`src/rtl/md5c_pkg.sv`:
```
package md5c_pkg;

  localparam int unsigned ROUNDS     = 1000;
  localparam int unsigned HASH_CHARS = 22;
  localparam int unsigned ROUND_W    = 10;

  localparam logic [0:0] CFG_SALT_CHARS  = 1'b0;
  localparam logic [0:0] CFG_SALT_LENGTH = 1'b1;

  localparam logic [31:0] IV0 = 32'h67452301;
  localparam logic [31:0] IV1 = 32'hefcdab89;
  localparam logic [31:0] IV2 = 32'h98badcfe;
  localparam logic [31:0] IV3 = 32'h10325476;

  typedef enum logic [2:0] {
    SRC_PW, SRC_SALT, SRC_MAGIC, SRC_DIG_PL, SRC_DIG16, SRC_MIX, SRC_PAD, SRC_OUT
  } src_t;

  typedef enum logic [4:0] {
    ST_IDLE,
    ST_A_PW1, ST_A_SALT, ST_A_PW2, ST_A_FIN,
    ST_B_PW, ST_B_MAGIC, ST_B_SALT, ST_B_DIG, ST_B_MIX, ST_B_FIN,
    ST_R_FIRST, ST_R_SALT, ST_R_PW, ST_R_LAST, ST_R_FIN,
    ST_OUT
  } state_t;

  typedef struct packed {
    logic init;
    logic go;
    src_t src;
  } cmd_t;

  typedef struct packed {
    logic seg_done;
    logic out_done;
  } stat_t;

  function automatic logic [31:0] md5_k(input logic [5:0] i);
    logic [31:0] r;
    unique case (i)
      6'd0: r = 32'hd76aa478;  6'd1: r = 32'he8c7b756;  6'd2: r = 32'h242070db;
      6'd3: r = 32'hc1bdceee;  6'd4: r = 32'hf57c0faf;  6'd5: r = 32'h4787c62a;
      6'd6: r = 32'ha8304613;  6'd7: r = 32'hfd469501;  6'd8: r = 32'h698098d8;
      6'd9: r = 32'h8b44f7af;  6'd10: r = 32'hffff5bb1; 6'd11: r = 32'h895cd7be;
      6'd12: r = 32'h6b901122; 6'd13: r = 32'hfd987193; 6'd14: r = 32'ha679438e;
      6'd15: r = 32'h49b40821; 6'd16: r = 32'hf61e2562; 6'd17: r = 32'hc040b340;
      6'd18: r = 32'h265e5a51; 6'd19: r = 32'he9b6c7aa; 6'd20: r = 32'hd62f105d;
      6'd21: r = 32'h02441453; 6'd22: r = 32'hd8a1e681; 6'd23: r = 32'he7d3fbc8;
      6'd24: r = 32'h21e1cde6; 6'd25: r = 32'hc33707d6; 6'd26: r = 32'hf4d50d87;
      6'd27: r = 32'h455a14ed; 6'd28: r = 32'ha9e3e905; 6'd29: r = 32'hfcefa3f8;
      6'd30: r = 32'h676f02d9; 6'd31: r = 32'h8d2a4c8a; 6'd32: r = 32'hfffa3942;
      6'd33: r = 32'h8771f681; 6'd34: r = 32'h6d9d6122; 6'd35: r = 32'hfde5380c;
      6'd36: r = 32'ha4beea44; 6'd37: r = 32'h4bdecfa9; 6'd38: r = 32'hf6bb4b60;
      6'd39: r = 32'hbebfbc70; 6'd40: r = 32'h289b7ec6; 6'd41: r = 32'heaa127fa;
      6'd42: r = 32'hd4ef3085; 6'd43: r = 32'h04881d05; 6'd44: r = 32'hd9d4d039;
      6'd45: r = 32'he6db99e5; 6'd46: r = 32'h1fa27cf8; 6'd47: r = 32'hc4ac5665;
      6'd48: r = 32'hf4292244; 6'd49: r = 32'h432aff97; 6'd50: r = 32'hab9423a7;
      6'd51: r = 32'hfc93a039; 6'd52: r = 32'h655b59c3; 6'd53: r = 32'h8f0ccc92;
      6'd54: r = 32'hffeff47d; 6'd55: r = 32'h85845dd1; 6'd56: r = 32'h6fa87e4f;
      6'd57: r = 32'hfe2ce6e0; 6'd58: r = 32'ha3014314; 6'd59: r = 32'h4e0811a1;
      6'd60: r = 32'hf7537e82; 6'd61: r = 32'hbd3af235; 6'd62: r = 32'h2ad7d2bb;
      default: r = 32'heb86d391;
    endcase
    return r;
  endfunction

  function automatic logic [4:0] md5_s(input logic [3:0] i);
    logic [4:0] r;
    unique case (i)
      4'd0: r = 5'd7;   4'd1: r = 5'd12;  4'd2: r = 5'd17;  4'd3: r = 5'd22;
      4'd4: r = 5'd5;   4'd5: r = 5'd9;   4'd6: r = 5'd14;  4'd7: r = 5'd20;
      4'd8: r = 5'd4;   4'd9: r = 5'd11;  4'd10: r = 5'd16; 4'd11: r = 5'd23;
      4'd12: r = 5'd6;  4'd13: r = 5'd10; 4'd14: r = 5'd15; default: r = 5'd21;
    endcase
    return r;
  endfunction

  function automatic logic [3:0] out_order(input logic [3:0] i);
    logic [3:0] r;
    unique case (i)
      4'd0: r = 4'd0;   4'd1: r = 4'd6;   4'd2: r = 4'd12;  4'd3: r = 4'd1;
      4'd4: r = 4'd7;   4'd5: r = 4'd13;  4'd6: r = 4'd2;   4'd7: r = 4'd8;
      4'd8: r = 4'd14;  4'd9: r = 4'd3;   4'd10: r = 4'd9;  4'd11: r = 4'd15;
      4'd12: r = 4'd4;  4'd13: r = 4'd10; 4'd14: r = 4'd5;  default: r = 4'd11;
    endcase
    return r;
  endfunction

  function automatic logic [7:0] b64_char(input logic [5:0] x);
    logic [7:0] r;
    if (x < 6'd2) begin
      r = 8'd46 + {2'b0, x};
    end else if (x < 6'd12) begin
      r = 8'd46 + {2'b0, x};
    end else if (x < 6'd38) begin
      r = 8'd53 + {2'b0, x};
    end else begin
      r = 8'd59 + {2'b0, x};
    end
    return r;
  endfunction

  function automatic logic [7:0] bit_len(input logic [7:0] v);
    logic [7:0] r;
    r = 8'd0;
    for (int k = 0; k < 8; k++) begin
      if (v[k]) begin
        r = 8'(k + 1);
      end
    end
    return r;
  endfunction

endpackage

```
`src/rtl/md5c_ctrl.sv`:
```
module md5c_ctrl
  import md5c_pkg::*;
(
  input  logic  clk,
  input  logic  rst,
  input  logic  start,
  input  logic  pw_last,
  input  stat_t stat,
  output logic  busy,
  output cmd_t  cmd
);

  state_t state, state_next;
  logic fresh;
  logic [ROUND_W-1:0] r;
  logic [1:0] m3;
  logic [2:0] m7;
  logic launch;
  logic last_round;

  assign launch = (state == ST_IDLE) && start && pw_last;
  assign last_round = (r == ROUND_W'(ROUNDS - 1));

  always_comb begin
    state_next = state;
    unique case (state)
      ST_IDLE:    if (launch) state_next = ST_A_PW1;
      ST_A_PW1:   if (stat.seg_done) state_next = ST_A_SALT;
      ST_A_SALT:  if (stat.seg_done) state_next = ST_A_PW2;
      ST_A_PW2:   if (stat.seg_done) state_next = ST_A_FIN;
      ST_A_FIN:   if (stat.seg_done) state_next = ST_B_PW;
      ST_B_PW:    if (stat.seg_done) state_next = ST_B_MAGIC;
      ST_B_MAGIC: if (stat.seg_done) state_next = ST_B_SALT;
      ST_B_SALT:  if (stat.seg_done) state_next = ST_B_DIG;
      ST_B_DIG:   if (stat.seg_done) state_next = ST_B_MIX;
      ST_B_MIX:   if (stat.seg_done) state_next = ST_B_FIN;
      ST_B_FIN:   if (stat.seg_done) state_next = ST_R_FIRST;
      ST_R_FIRST: begin
        if (stat.seg_done) begin
          if (m3 != 2'd0) state_next = ST_R_SALT;
          else if (m7 != 3'd0) state_next = ST_R_PW;
          else state_next = ST_R_LAST;
        end
      end
      ST_R_SALT: begin
        if (stat.seg_done) state_next = (m7 != 3'd0) ? ST_R_PW : ST_R_LAST;
      end
      ST_R_PW:    if (stat.seg_done) state_next = ST_R_LAST;
      ST_R_LAST:  if (stat.seg_done) state_next = ST_R_FIN;
      ST_R_FIN:   if (stat.seg_done) state_next = last_round ? ST_OUT : ST_R_FIRST;
      ST_OUT:     if (stat.out_done) state_next = ST_IDLE;
      default:    state_next = ST_IDLE;
    endcase
  end

  always_comb begin
    busy = (state != ST_IDLE);
    cmd.init = launch;
    cmd.go = fresh && (state != ST_IDLE);
    unique case (state)
      ST_A_SALT, ST_B_SALT, ST_R_SALT: cmd.src = SRC_SALT;
      ST_B_MAGIC:                      cmd.src = SRC_MAGIC;
      ST_B_DIG:                        cmd.src = SRC_DIG_PL;
      ST_B_MIX:                        cmd.src = SRC_MIX;
      ST_A_FIN, ST_B_FIN, ST_R_FIN:    cmd.src = SRC_PAD;
      ST_R_FIRST:                      cmd.src = r[0] ? SRC_PW : SRC_DIG16;
      ST_R_LAST:                       cmd.src = r[0] ? SRC_DIG16 : SRC_PW;
      ST_OUT:                          cmd.src = SRC_OUT;
      default:                         cmd.src = SRC_PW;
    endcase
  end

  always_ff @(posedge clk) begin
    if (rst) begin
      state <= ST_IDLE;
      fresh <= 1'b0;
      r <= '0;
      m3 <= '0;
      m7 <= '0;
    end else begin
      state <= state_next;
      fresh <= (state_next != state);
      if (launch) begin
        r <= '0;
        m3 <= '0;
        m7 <= '0;
      end else if (state == ST_R_FIN && stat.seg_done) begin
        r <= r + 1'b1;
        m3 <= (m3 == 2'd2) ? 2'd0 : m3 + 2'd1;
        m7 <= (m7 == 3'd6) ? 3'd0 : m7 + 3'd1;
      end
    end
  end

endmodule

```
`src/rtl/md5c_dp.sv`:
```
module md5c_dp
  import md5c_pkg::*;
#(
  parameter int MAX_PASSWORD = 32
) (
  input  logic        clk,
  input  logic        rst,
  input  logic        accept,
  input  logic [7:0]  pw_byte,
  input  logic        has_byte,
  input  logic        cfg_we,
  input  logic [0:0]  cfg_index,
  input  logic [63:0] cfg_data,
  input  cmd_t        cmd,
  output stat_t       stat,
  output logic [7:0]  hash_char,
  output logic        char_last,
  output logic        overflow,
  output logic        hash_valid
);

  localparam int AW = (MAX_PASSWORD > 1) ? $clog2(MAX_PASSWORD) : 1;
  localparam int LW = $clog2(MAX_PASSWORD + 1);

  logic [7:0] store [MAX_PASSWORD];
  logic [7:0] mem_q;
  logic [AW-1:0] rd_addr;
  logic [LW-1:0] pw_len;
  logic [7:0] pw_len8;
  logic ovf;
  logic [63:0] salt_chars;
  logic [3:0] salt_length;
  logic [3:0] sl;

  logic running;
  src_t src;
  logic [7:0] seg_len, len_init, j;
  logic s1_valid;
  src_t s1_src;
  logic [7:0] s1_j;
  logic [7:0] pad_base;
  logic [7:0] s1_byte;
  logic [7:0] pad_k;
  logic [10:0] bits;
  logic issue, done;

  logic [511:0] blk;
  logic [7:0] count;
  logic [31:0] h0, h1, h2, h3;
  logic [31:0] a, b, c, d;
  logic [6:0] step;
  logic comp_busy, comp_start;
  logic [31:0] f, w, t, rotv;
  logic [3:0] g;
  logic [63:0] tt;
  logic [127:0] dig;

  logic out_busy;
  logic [4:0] out_n;
  logic [2:0] grp;
  logic [23:0] v24;
  logic [5:0] sextet;
  logic out_end;

  assign sl = (salt_length > 4'd8) ? 4'd8 : salt_length;
  assign out_end = out_busy && (out_n == 5'(HASH_CHARS - 1));
  assign pw_len8 = 8'(pw_len);

  always_ff @(posedge clk) begin
    if (accept && has_byte && (pw_len < LW'(MAX_PASSWORD))) begin
      store[pw_len[AW-1:0]] <= pw_byte;
    end
    mem_q <= store[rd_addr];
  end

  always_ff @(posedge clk) begin
    if (rst) begin
      pw_len <= '0;
      ovf <= 1'b0;
      salt_chars <= '0;
      salt_length <= '0;
    end else begin
      if (out_end) begin
        pw_len <= '0;
        ovf <= 1'b0;
      end else if (accept && has_byte) begin
        if (pw_len < LW'(MAX_PASSWORD)) pw_len <= pw_len + 1'b1;
        else ovf <= 1'b1;
      end
      if (cfg_we) begin
        unique case (cfg_index)
          CFG_SALT_CHARS:  salt_chars <= cfg_data;
          CFG_SALT_LENGTH: salt_length <= cfg_data[3:0];
          default: ;
        endcase
      end
    end
  end

  always_comb begin
    unique case (cmd.src)
      SRC_PW:     len_init = pw_len8;
      SRC_SALT:   len_init = {4'd0, sl};
      SRC_MAGIC:  len_init = 8'd3;
      SRC_DIG_PL: len_init = pw_len8;
      SRC_DIG16:  len_init = 8'd16;
      SRC_MIX:    len_init = bit_len(pw_len8);
      SRC_PAD:    len_init = {2'b0, 6'd55 - count[5:0]} + 8'd9;
      default:    len_init = 8'd0;
    endcase
  end

  assign issue = running && (j != seg_len) && !comp_busy
                 && !(s1_valid && count[5:0] == 6'd63);
  assign done = running && (j == seg_len) && !s1_valid && !comp_busy;
  assign rd_addr = (src == SRC_MIX) ? '0 : j[AW-1:0];
  assign bits = {pad_base, 3'b0};
  assign pad_k = s1_j - (seg_len - 8'd8);

  always_comb begin
    unique case (s1_src)
      SRC_PW:    s1_byte = mem_q;
      SRC_SALT:  s1_byte = salt_chars[8*s1_j[2:0] +: 8];
      SRC_MAGIC: s1_byte = (s1_j == 8'd1) ? 8'h31 : 8'h24;
      SRC_DIG_PL, SRC_DIG16: s1_byte = dig[8*s1_j[3:0] +: 8];
      SRC_MIX:   s1_byte = pw_len8[s1_j[2:0]] ? 8'h00 : mem_q;
      SRC_PAD: begin
        if (s1_j == 8'd0) s1_byte = 8'h80;
        else if (s1_j >= seg_len - 8'd8) begin
          if (pad_k == 8'd0) s1_byte = bits[7:0];
          else if (pad_k == 8'd1) s1_byte = {5'd0, bits[10:8]};
          else s1_byte = 8'h00;
        end else s1_byte = 8'h00;
      end
      default: s1_byte = 8'h00;
    endcase
  end

  assign comp_start = s1_valid && (count[5:0] == 6'd63);

  always_comb begin
    unique case (step[5:4])
      2'd0: begin f = (b & c) | (~b & d); g = step[3:0]; end
      2'd1: begin f = (d & b) | (~d & c); g = 4'(5 * step[3:0] + 1); end
      2'd2: begin f = b ^ c ^ d;          g = 4'(3 * step[3:0] + 5); end
      default: begin f = c ^ (b | ~d);    g = 4'(7 * step[3:0]); end
    endcase
    w = blk[32*g +: 32];
    t = a + f + md5_k(step[5:0]) + w;
    tt = {t, t} << md5_s({step[5:4], step[1:0]});
    rotv = tt[63:32];
  end

  always_ff @(posedge clk) begin
    if (rst) begin
      running <= 1'b0;
      s1_valid <= 1'b0;
      comp_busy <= 1'b0;
    end else begin
      s1_valid <= issue;
      if (cmd.go && cmd.src != SRC_OUT) running <= 1'b1;
      else if (done) running <= 1'b0;
      if (comp_start) comp_busy <= 1'b1;
      else if (comp_busy && step[6]) comp_busy <= 1'b0;
    end
  end

  always_ff @(posedge clk) begin
    s1_src <= src;
    s1_j <= j;
    if (cmd.go && cmd.src != SRC_OUT) begin
      src <= cmd.src;
      seg_len <= len_init;
      j <= 8'd0;
      pad_base <= count;
    end else if (issue) begin
      j <= j + 8'd1;
    end
    if (cmd.init) begin
      h0 <= IV0; h1 <= IV1; h2 <= IV2; h3 <= IV3;
      count <= 8'd0;
    end else if (done && src == SRC_PAD) begin
      dig <= {h3, h2, h1, h0};
      h0 <= IV0; h1 <= IV1; h2 <= IV2; h3 <= IV3;
      count <= 8'd0;
    end else if (comp_busy && step[6]) begin
      h0 <= h0 + a; h1 <= h1 + b; h2 <= h2 + c; h3 <= h3 + d;
    end
    if (s1_valid) begin
      blk[8*count[5:0] +: 8] <= s1_byte;
      count <= count + 8'd1;
    end
    if (comp_start) begin
      a <= h0; b <= h1; c <= h2; d <= h3;
      step <= 7'd0;
    end else if (comp_busy && !step[6]) begin
      a <= d;
      d <= c;
      c <= b;
      b <= b + rotv;
      step <= step + 7'd1;
    end
  end

  assign grp = out_n[4:2];

  always_comb begin
    if (grp < 3'd5) begin
      v24 = {dig[8*out_order(4'(3 * grp)) +: 8],
             dig[8*out_order(4'(3 * grp + 1)) +: 8],
             dig[8*out_order(4'(3 * grp + 2)) +: 8]};
    end else begin
      v24 = {16'd0, dig[8*out_order(4'd15) +: 8]};
    end
    unique case (out_n[1:0])
      2'd0: sextet = v24[5:0];
      2'd1: sextet = v24[11:6];
      2'd2: sextet = v24[17:12];
      default: sextet = v24[23:18];
    endcase
  end

  always_ff @(posedge clk) begin
    if (rst) begin
      out_busy <= 1'b0;
      out_n <= '0;
      hash_valid <= 1'b0;
    end else begin
      hash_valid <= out_busy;
      if (cmd.go && cmd.src == SRC_OUT) begin
        out_busy <= 1'b1;
        out_n <= '0;
      end else if (out_busy) begin
        out_n <= out_n + 5'd1;
        if (out_end) out_busy <= 1'b0;
      end
    end
  end

  always_ff @(posedge clk) begin
    hash_char <= b64_char(sextet);
    char_last <= (out_n == 5'(HASH_CHARS - 1));
    overflow <= ovf;
  end

  assign stat.seg_done = done;
  assign stat.out_done = out_end;

endmodule

```
`src/rtl/md5_crypt_password_hash.sv`:
```
// Channel  | Handshake             | Payload
// input    | start, busy           | pw_byte, has_byte, pw_last
// config   | cfg_we                | cfg_index, cfg_data
// result   | hash_valid (strobe)   | hash_char, char_last, overflow
// A byte item without pw_last is taken while start is high and busy is low. The
// final item runs the hash: bytes are fed one per cycle while the
// one-step-per-cycle MD5 round unit is not busy with a 64-byte block; a
// strengthening round feeds one or two blocks; then 22 characters follow on
// consecutive cycles. busy stays high from that item until the last character.
// Synchronous reset clears control state; results cannot stall.
module md5_crypt_password_hash
  import md5c_pkg::*;
#(
  parameter int MAX_PASSWORD = 32
) (
  input  logic        clk,
  input  logic        rst,
  input  logic        start,
  output logic        busy,
  input  logic [7:0]  pw_byte,
  input  logic        has_byte,
  input  logic        pw_last,
  input  logic        cfg_we,
  input  logic [0:0]  cfg_index,
  input  logic [63:0] cfg_data,
  output logic [7:0]  hash_char,
  output logic        char_last,
  output logic        overflow,
  output logic        hash_valid
);

  cmd_t  cmd;
  stat_t stat;
  logic  accept;

  assign accept = start && !busy;

  md5c_ctrl u_ctrl (
    .clk     (clk),
    .rst     (rst),
    .start   (start),
    .pw_last (pw_last),
    .stat    (stat),
    .busy    (busy),
    .cmd     (cmd)
  );

  md5c_dp #(
    .MAX_PASSWORD (MAX_PASSWORD)
  ) u_dp (
    .clk        (clk),
    .rst        (rst),
    .accept     (accept),
    .pw_byte    (pw_byte),
    .has_byte   (has_byte),
    .cfg_we     (cfg_we),
    .cfg_index  (cfg_index),
    .cfg_data   (cfg_data),
    .cmd        (cmd),
    .stat       (stat),
    .hash_char  (hash_char),
    .char_last  (char_last),
    .overflow   (overflow),
    .hash_valid (hash_valid)
  );

endmodule

```
`config.mk`:
```
export PLATFORM = sky130hd
export DESIGN_NAME = md5_crypt_password_hash
export DESIGN_NICKNAME = d
export VERILOG_FILES = /design/src/rtl/md5c_pkg.sv /design/src/rtl/md5c_ctrl.sv /design/src/rtl/md5c_dp.sv /design/src/rtl/md5_crypt_password_hash.sv
export SDC_FILE = /design/constraint.sdc
export NUM_CORES = 2
export LEC_CHECK = 0
export ABC_CLOCK_PERIOD_IN_PS = 10500
export BUFFER_PORTS_ARGS = -buffer_cell sky130_fd_sc_hd__buf_2
export CAP_MARGIN = 20
export CORE_UTILIZATION = 45
export CTS_CLUSTER_SIZE = 40
export DETAILED_ROUTE_END_ITERATION = 6
export PLACE_DENSITY = 0.68
export SYNTH_ARGS = -nofsm -noshare
export SYNTH_HDL_FRONTEND = slang
export SYNTH_HIERARCHICAL = 1
export SYNTH_SLANG_ARGS = --single-unit
```
`constraint.sdc`:
```
create_clock -name clk -period 10.5 [get_ports clk]
set_input_delay 3.15 -clock clk [delete_from_list [all_inputs] [get_ports clk]]
set_output_delay 3.15 -clock clk [all_outputs]
set_load 0.005 [all_outputs]
```
; ---- Word level (Yosys, flattened, before mapping)
; Memory sizes are Yosys's and may differ from the RTL's. A register that Yosys moved wholly into a read port is not among the register bits.
; Cells that the tools add are included.
[totals]
ff_bits = 1065
latchBits = 0
ram_bits = 256
mem_bits_ro = 2320
input_bits = 79
output_inout_bits = 12
wordCells = 283
mem_count = 6
[mem_list]
columns = name, words, width, rd, rd_clocked_by_memory_dff, wr, line
row1 = (no name shown), 64, 32, 1, 1, 0, md5c_pkg.sv:40  ; unique case (i)
row2 = u_dp.store, 32, 8, 1, 1, 1, md5c_dp.sv:25  ; logic [7:0] store [MAX_PASSWORD];
row3 = (no name shown), 16, 5, 1, 1, 0, md5c_pkg.sv:69  ; unique case (i)
row4 = (no name shown), 16, 4, 1, 0, 0, md5c_pkg.sv:80  ; unique case (i)
row5 = (no name shown), 16, 4, 1, 0, 0, md5c_pkg.sv:80
row6 = (no name shown), 16, 4, 1, 0, 0, md5c_pkg.sv:80
[classes]
add_sub_neg = 28
n_mul = 4
div = 0
magnitude_cmp = 8
eq_ne = 46
n_shift = 9
muxes = 79
bitwise_logic = 15
reduce_logical = 52
[op_table]
columns = op, n
row1 = $bwmux 512, 1
row2 = $shift 8x34->512 const A, 1
row3 = $shiftx 128x8->8, 4
row4 = $shiftx 512x10->32, 1
row5 = $shiftx 8x34->512, 1
row6 = $add 32x32->32, 8
row7 = $mux 32, 8
row8 = $and 32x32->32, 4
row9 = $mux 5, 21
row10 = $or 32x32->32, 3
row11 = $pmux 32 s3, 1
row12 = $pmux 8 s6, 2
row13 = $xor 32x32->32, 3
row14 = $pmux 5 s17, 1
row15 = $mux 8, 10
row16 = $not 32->32, 2
row17 = $shiftx 64x7->8, 1
row18 = $shl 64x5->64, 1
row19 = $eq 5x4->1 const B, 8
row20 = $neg 9->34, 1
row21 = $eq 3x3->1 const B, 10
row22 = $mux 24, 1
row23 = $mux 4, 6
row24 = $pmux 3 s8, 1
row25 = 60 further kinds, 141

; ---- Longest topological paths before layout
[logic_depth]
word_depth = 11
mapped_depth = 44
depth_no_buf = 44

; ---- Cells and area by module
; Netlist, hierarchy kept.
[by_module_without_submodules]
columns = mod, instances, cells_per_inst, area_each_um2, seq_area_each_um2
row1 = md5c_dp, 1, 7384, 77170.3, 37395.9
row2 = md5c_ctrl, 1, 167, 1381.3, 420.4
row3 = md5_crypt_password_hash, 1, 1, 13.8, 0.0

; ---- Worst setup path before layout
; OpenSTA, ideal clock, no wires.
[synth_timing]
path_type = register to register
start = register u_dp.step[4]
end = register u_dp.b[31], data pin
setup_ns = 0.138
arrival_ns = 9.833
required_ns = 10.362
slack_ns = 0.529
path_stages_with_launch = 40
n_path_buf = 4
synth_period_minus_slack_ns = 9.971
cell_sequence = dfxtp_1 buf_2 xnor2_1 xnor2_1 buf_2 buf_1 buf_1 mux4_2 nand2_1 a31oi_1 fa_1 inv_1 fa_1 inv_1 ha_1 inv_1 fa_1 nand2b_1 [... 4 more ...] o311ai_0 nor2_1 a21oi_1 a21oi_1 mux4_2 mux2i_1 ha_1 a211oi_1 o21ai_0 a221oi_2 a211oi_1 o21a_1 o221a_2 o311a_1 o41ai_4 o211ai_1 or4_1 nand4_1
[synth_via]
elab_chain_len = 9
word_cells_on_any_way = 13
cone_classes = 4 x add/sub / 2 x eq/ne / 2 x shift / 4 x mux / 1 x reduce/logical
[synth_rtl]
columns = item, line
row1 = start: declaration, md5c_dp.sv:51  ; logic [6:0] step;
row2 = start signal: assignment, md5c_dp.sv:201  ; step <= step + 7'd1;
row3 = "$eq 2x2->1, or another cell as far along", md5c_dp.sv:142  ; unique case (step[5:4])
row4 = $pmux 32 s3, md5c_dp.sv:142
row5 = $add 32x32->32 (2 in a row), md5c_dp.sv:149  ; t = a + f + md5_k(step[5:0]) + w;
row6 = $add 32x32->32 (*), md5c_dp.sv:149
row7 = $shl 64x5->64 (*), md5c_dp.sv:150  ; tt = {t, t} << md5_s({step[5:4], step[1:0]});
row8 = $add 32x32->32 (*), md5c_dp.sv:200  ; b <= b + rotv;
row9 = $mux 32 (*), md5c_dp.sv:196  ; end else if (comp_busy && !step[6]) begin
row10 = $mux 32 (*), md5c_dp.sv:193  ; if (comp_start) begin
row11 = end signal: assignment, md5c_dp.sv:200
row12 = end: declaration, md5c_dp.sv:50  ; logic [31:0] a, b, c, d;
; Every way passes the cells marked *; elsewhere a longest branch is shown, timed or not. The select of a mux whose other input is x is not followed.
; A chain may end at the register's enable or synchronous reset.

; ---- Worst setup path in the final report
[layout_timing]
start = register u_dp.step[1]
end = register u_dp.b[31], data pin
[layout_via]
elab_chain_len = 9
word_cells_on_any_way = 12
cone_classes = 4 x add/sub / 3 x mul / 2 x shift / 3 x mux
[layout_rtl]
columns = item, line
row1 = $mul 2x4->4 or $mul 3x4->4 (tied branches), "md5c_dp.sv:145, md5c_dp.sv:144"
row2 = $add 4x3->4 or $add 4x1->4 (tied branches), "md5c_dp.sv:145, md5c_dp.sv:144"
row3 = $pmux 4 s3 (*), md5c_dp.sv:142
row4 = $shiftx 512x10->32 (*), md5c_dp.sv:148  ; w = blk[32*g +: 32];
row5 = $add 32x32->32 (*), md5c_dp.sv:149
row6 = $shl 64x5->64 (*), md5c_dp.sv:150
row7 = $add 32x32->32 (*), md5c_dp.sv:200
row8 = $mux 32 (*), md5c_dp.sv:196
row9 = $mux 32 (*), md5c_dp.sv:193
; Marked as above.

==> reports/summary.txt <==
Max-slew violations = 0
CP most frequent cell = inv_1
Root Driver = clkbuf_16
Post-synthesis register bit count = 1364
Final estimated routing congestion in global placement = 0.992
Synthesized instance count = 7552
Antenna violations before repair = 4
Top_reg_cell synth = edfxtp_1
Internal reg-to-reg setup slack = 0.46 ns
Most common cell in the netlist = nand2_1
Synthesis Warnings = 6
Period utilization = 95.6%
DP HPWL = 176 mm
Crit-path slowest cell = fa_1
PD cells = 214 nW/um^2
Status = finished with violations
Critical path depth = 45
Dominant cell type by area after synthesis = edfxtp_1
Slew margin rel. = 18.0%
Final min period = 10.04 ns
Routed Antenna Nets = 0
Syn Area/Cell = 10.4 um^2
WHS Path Cells = 0
Layout cells sized above 1 = 13.3%
Final nets = 7897
Launch point of the worst reg-to-reg path = u_dp/step[1]
Core Area = 172000 um^2
Cts hold-fix bufs = 0
TritonCTS clock tree = built
CP required = 11.15 ns
First-pass GRT wire length = 374 mm
Reg clk slew, reported paths = 0.06 ns
Least-Margin Pin Slew = 1.23 ns
Residual DRC count = 6
DRT Pass-1 Iters = 7
Clk sinks = 1364
Hold_sp = u_dp/j[7]
Top Family by Delay on Critical Path = compound AO/OA/AOI/OAI gates
Final count of negative-setup-slack endpoints = 0
Initial DRC count = 7627
Ports = 91
Mapped cell area = 78600 um^2
Fin area = 87100 um^2
Hold Path Class = flop to flop
CTS Buf Count = 151
Number of synthesized flops with an enable pin = 1050
Initial Util = 45.5%
Synth unique cells = 112
Average wire per standard cell = 25.2 um
Failing checks = DRC
Die Span Y = 420 um
VDD IR max = 0.000199 V
CP Class = flop to flop
Hold path endpoint = u_dp/s1_j[7]
Worst-case reg-to-reg path depth = 45
Nature of the critical path endpoint = flop
Post-Layout Cell Count = 9936
Critical Path AT = 10.69 ns
Hold Vio Cnt, Final = 0
FMAX = 99.6 MHz
Final Skew = 0.0543 ns
Placed inst area = 81700 um^2
Maxcap violations = 0
Rows = 152
Share of the synthesized area in the top cell type = 40.1%
Post-synth ARST share = 0%
GRT Total Usage = 28.0%
Syn-to-layout area delta = 10.8%
Clock buffer depth = 3
Chip Width = 420 um
Vias per std cell = 6.20
Placed Cells = 9634
Largest net degree at the start of global routing = 131
R2R Path End = u_dp/b[31]
Max incr delay on CP = 0.47 ns
PortBufs = 89
Htree depth = 4
Skew-Pair Late Insertion Delay = 0.81 ns
Number of global-route vias before repair = 58.8k
Total wire length = 251 mm
DR vias = 61.6k
Sequential-to-total area share from yosys stat = 48.1%
Die ar. = 176000 um^2
Critical path launch point type = flop
Synth cell count leaders = nand2_1, edfxtp_1, nor2_1
Leakage power = 30.8 nW
Buf+Inv Stages, Crit Path = 8
Synth Net Count = 7957
Total gr overflow = 0
Critical path peak fanout = 5
Synth top area cells = edfxtp_1, dfxtp_1, mux4_2, nand2_1, nor2_1
worst reg2reg max path, delay by kind of cell (launching register included):
kind | cells | cell delay, ns
compound gates | 16 | 3.17
flops | 1 | 0.31
simple gates | 8 | 1.87
fa+ha+maj | 7 | 2.39
mux | 4 | 0.92
buf+inv | 8 | 0.96
xor+xnor | 2 | 0.31
registers in the layout, indices dropped and copies added (netlist names), 8 cells and up, named ones only:
| signal | cells |
|---|---|
| u_dp/j | 8 |
| u_ctrl/r | 10 |
| u_dp/d | 32 |
| u_dp/s1_j | 8 |
| u_dp/h3 | 32 |
| u_dp/c | 32 |
| u_dp/blk | 512 |
| u_dp/store | 256 |
| u_dp/pad_base | 8 |
| u_dp/h0 | 32 |
| u_dp/b | 32 |
| u_dp/h1 | 32 |
| u_dp/h2 | 32 |
| u_dp/count | 8 |
| u_dp/salt_chars | 64 |
| u_dp/a | 32 |
| u_dp/dig | 128 |
| u_dp/mem_q | 8 |
report_power, final:
part	leakage [nW]	internal, mW	switching, mW
clock network	2.44	3.02	2.32
registers	11.4	5.99	0.0785
logic	17.0	2.92	4.26
cell type report:
type	count	area, um^2
Antenna cell	7	17.5
Clock buffer	196	4090
Clock inverter	84	950
Fill cell	15207	85400
Inverter	262	983
Multi-Input combinational cell	5425	38200
Sequential cell	1364	37800
Tap cell	2310	2890
Timing Repair Buffer	288	2170
layer usage:
metal / GRT usage, % / vias to the layer above / share of wire [%]
met1: 36.9 / 30303 / 39
met3: 4.98 / 599 / 9.0
met5: 0 / - / 0.0028
li1: - / 27477 / -
met2: 44.5 / 3223 / 46
met4: 13.8 / 2 / 5.6
metrics by stage:
stage | setup TNS [ns] | setup WS, ns | power (mW) | util [%] | hold slack, ns
after detailed placement | 0 | 0.0266 | 13.0 | 47.3 | 0.379
final | 0 | 0.457 | 18.6 | 50.5 | 0.395
after CTS | 0 | 0.00699 | 18.4 | 50.3 | 0.389
after floorplan | 0 | 0.529 | 11.0 | - | 0.329
after global routing | -0.0823 | -0.0806 | 19.5 | 50.5 | 0.409
after global placement | 0 | 0.100 | 12.9 | 47.3 | 0.368
logic make-up after synthesis:
kind of cell / share of synthesized area, %
xor gates and xnor gates: 3.01
muxes: 10.9
other: 0.00477
adders and majority gates: 5.88
and+or+nand+nor: 14.5
buffers and inverters: 3.92
DFF: 48.1
AOI/OAI and AO/OA: 13.7
how the worst max path moves through the flow:
stage / start / endpoint / slack (ns)
floorplan: u_dp/step[4] / u_dp/b[31] / 0.53
global placement: u_dp/step[1] / u_dp/b[31] / 0.10
detailed placement: u_dp/step[1] / u_dp/b[31] / 0.03
CTS: u_dp/step[1] / u_dp/b[31] / 0.007
global route: u_dp/step[1] / u_dp/b[31] / -0.08
finish: u_dp/step[1] / u_dp/b[31] / 0.46
cell usage in the layout (no fill, tap or decap), types with 138 or more instances in the layout:
cell type | synthesis | routed
edfxtp_1 | 1050 | 1050
a31oi_1 | 146 | 138
a21oi_1 | 480 | 473
o21ai_0 | 365 | 350
buf_4 | 23 | 180
xnor2_1 | 162 | 155
ha_1 | 254 | 253
nor2_1 | 935 | 933
inv_1 | 255 | 254
nand2_1 | 1073 | 1056
mux4_2 | 261 | 261
mux2i_1 | 199 | 194
clkbuf_16 | 0 | 154
dfxtp_1 | 314 | 309
what timing repair did:
item                                   in CTS  in global routing
setup buffers                               0                 13
gates resized for setup                     0                 61
setup endpoints to repair                   0                 11
endpoints found under the hold margin       0                  0
(Power assumes the default switching activity.)
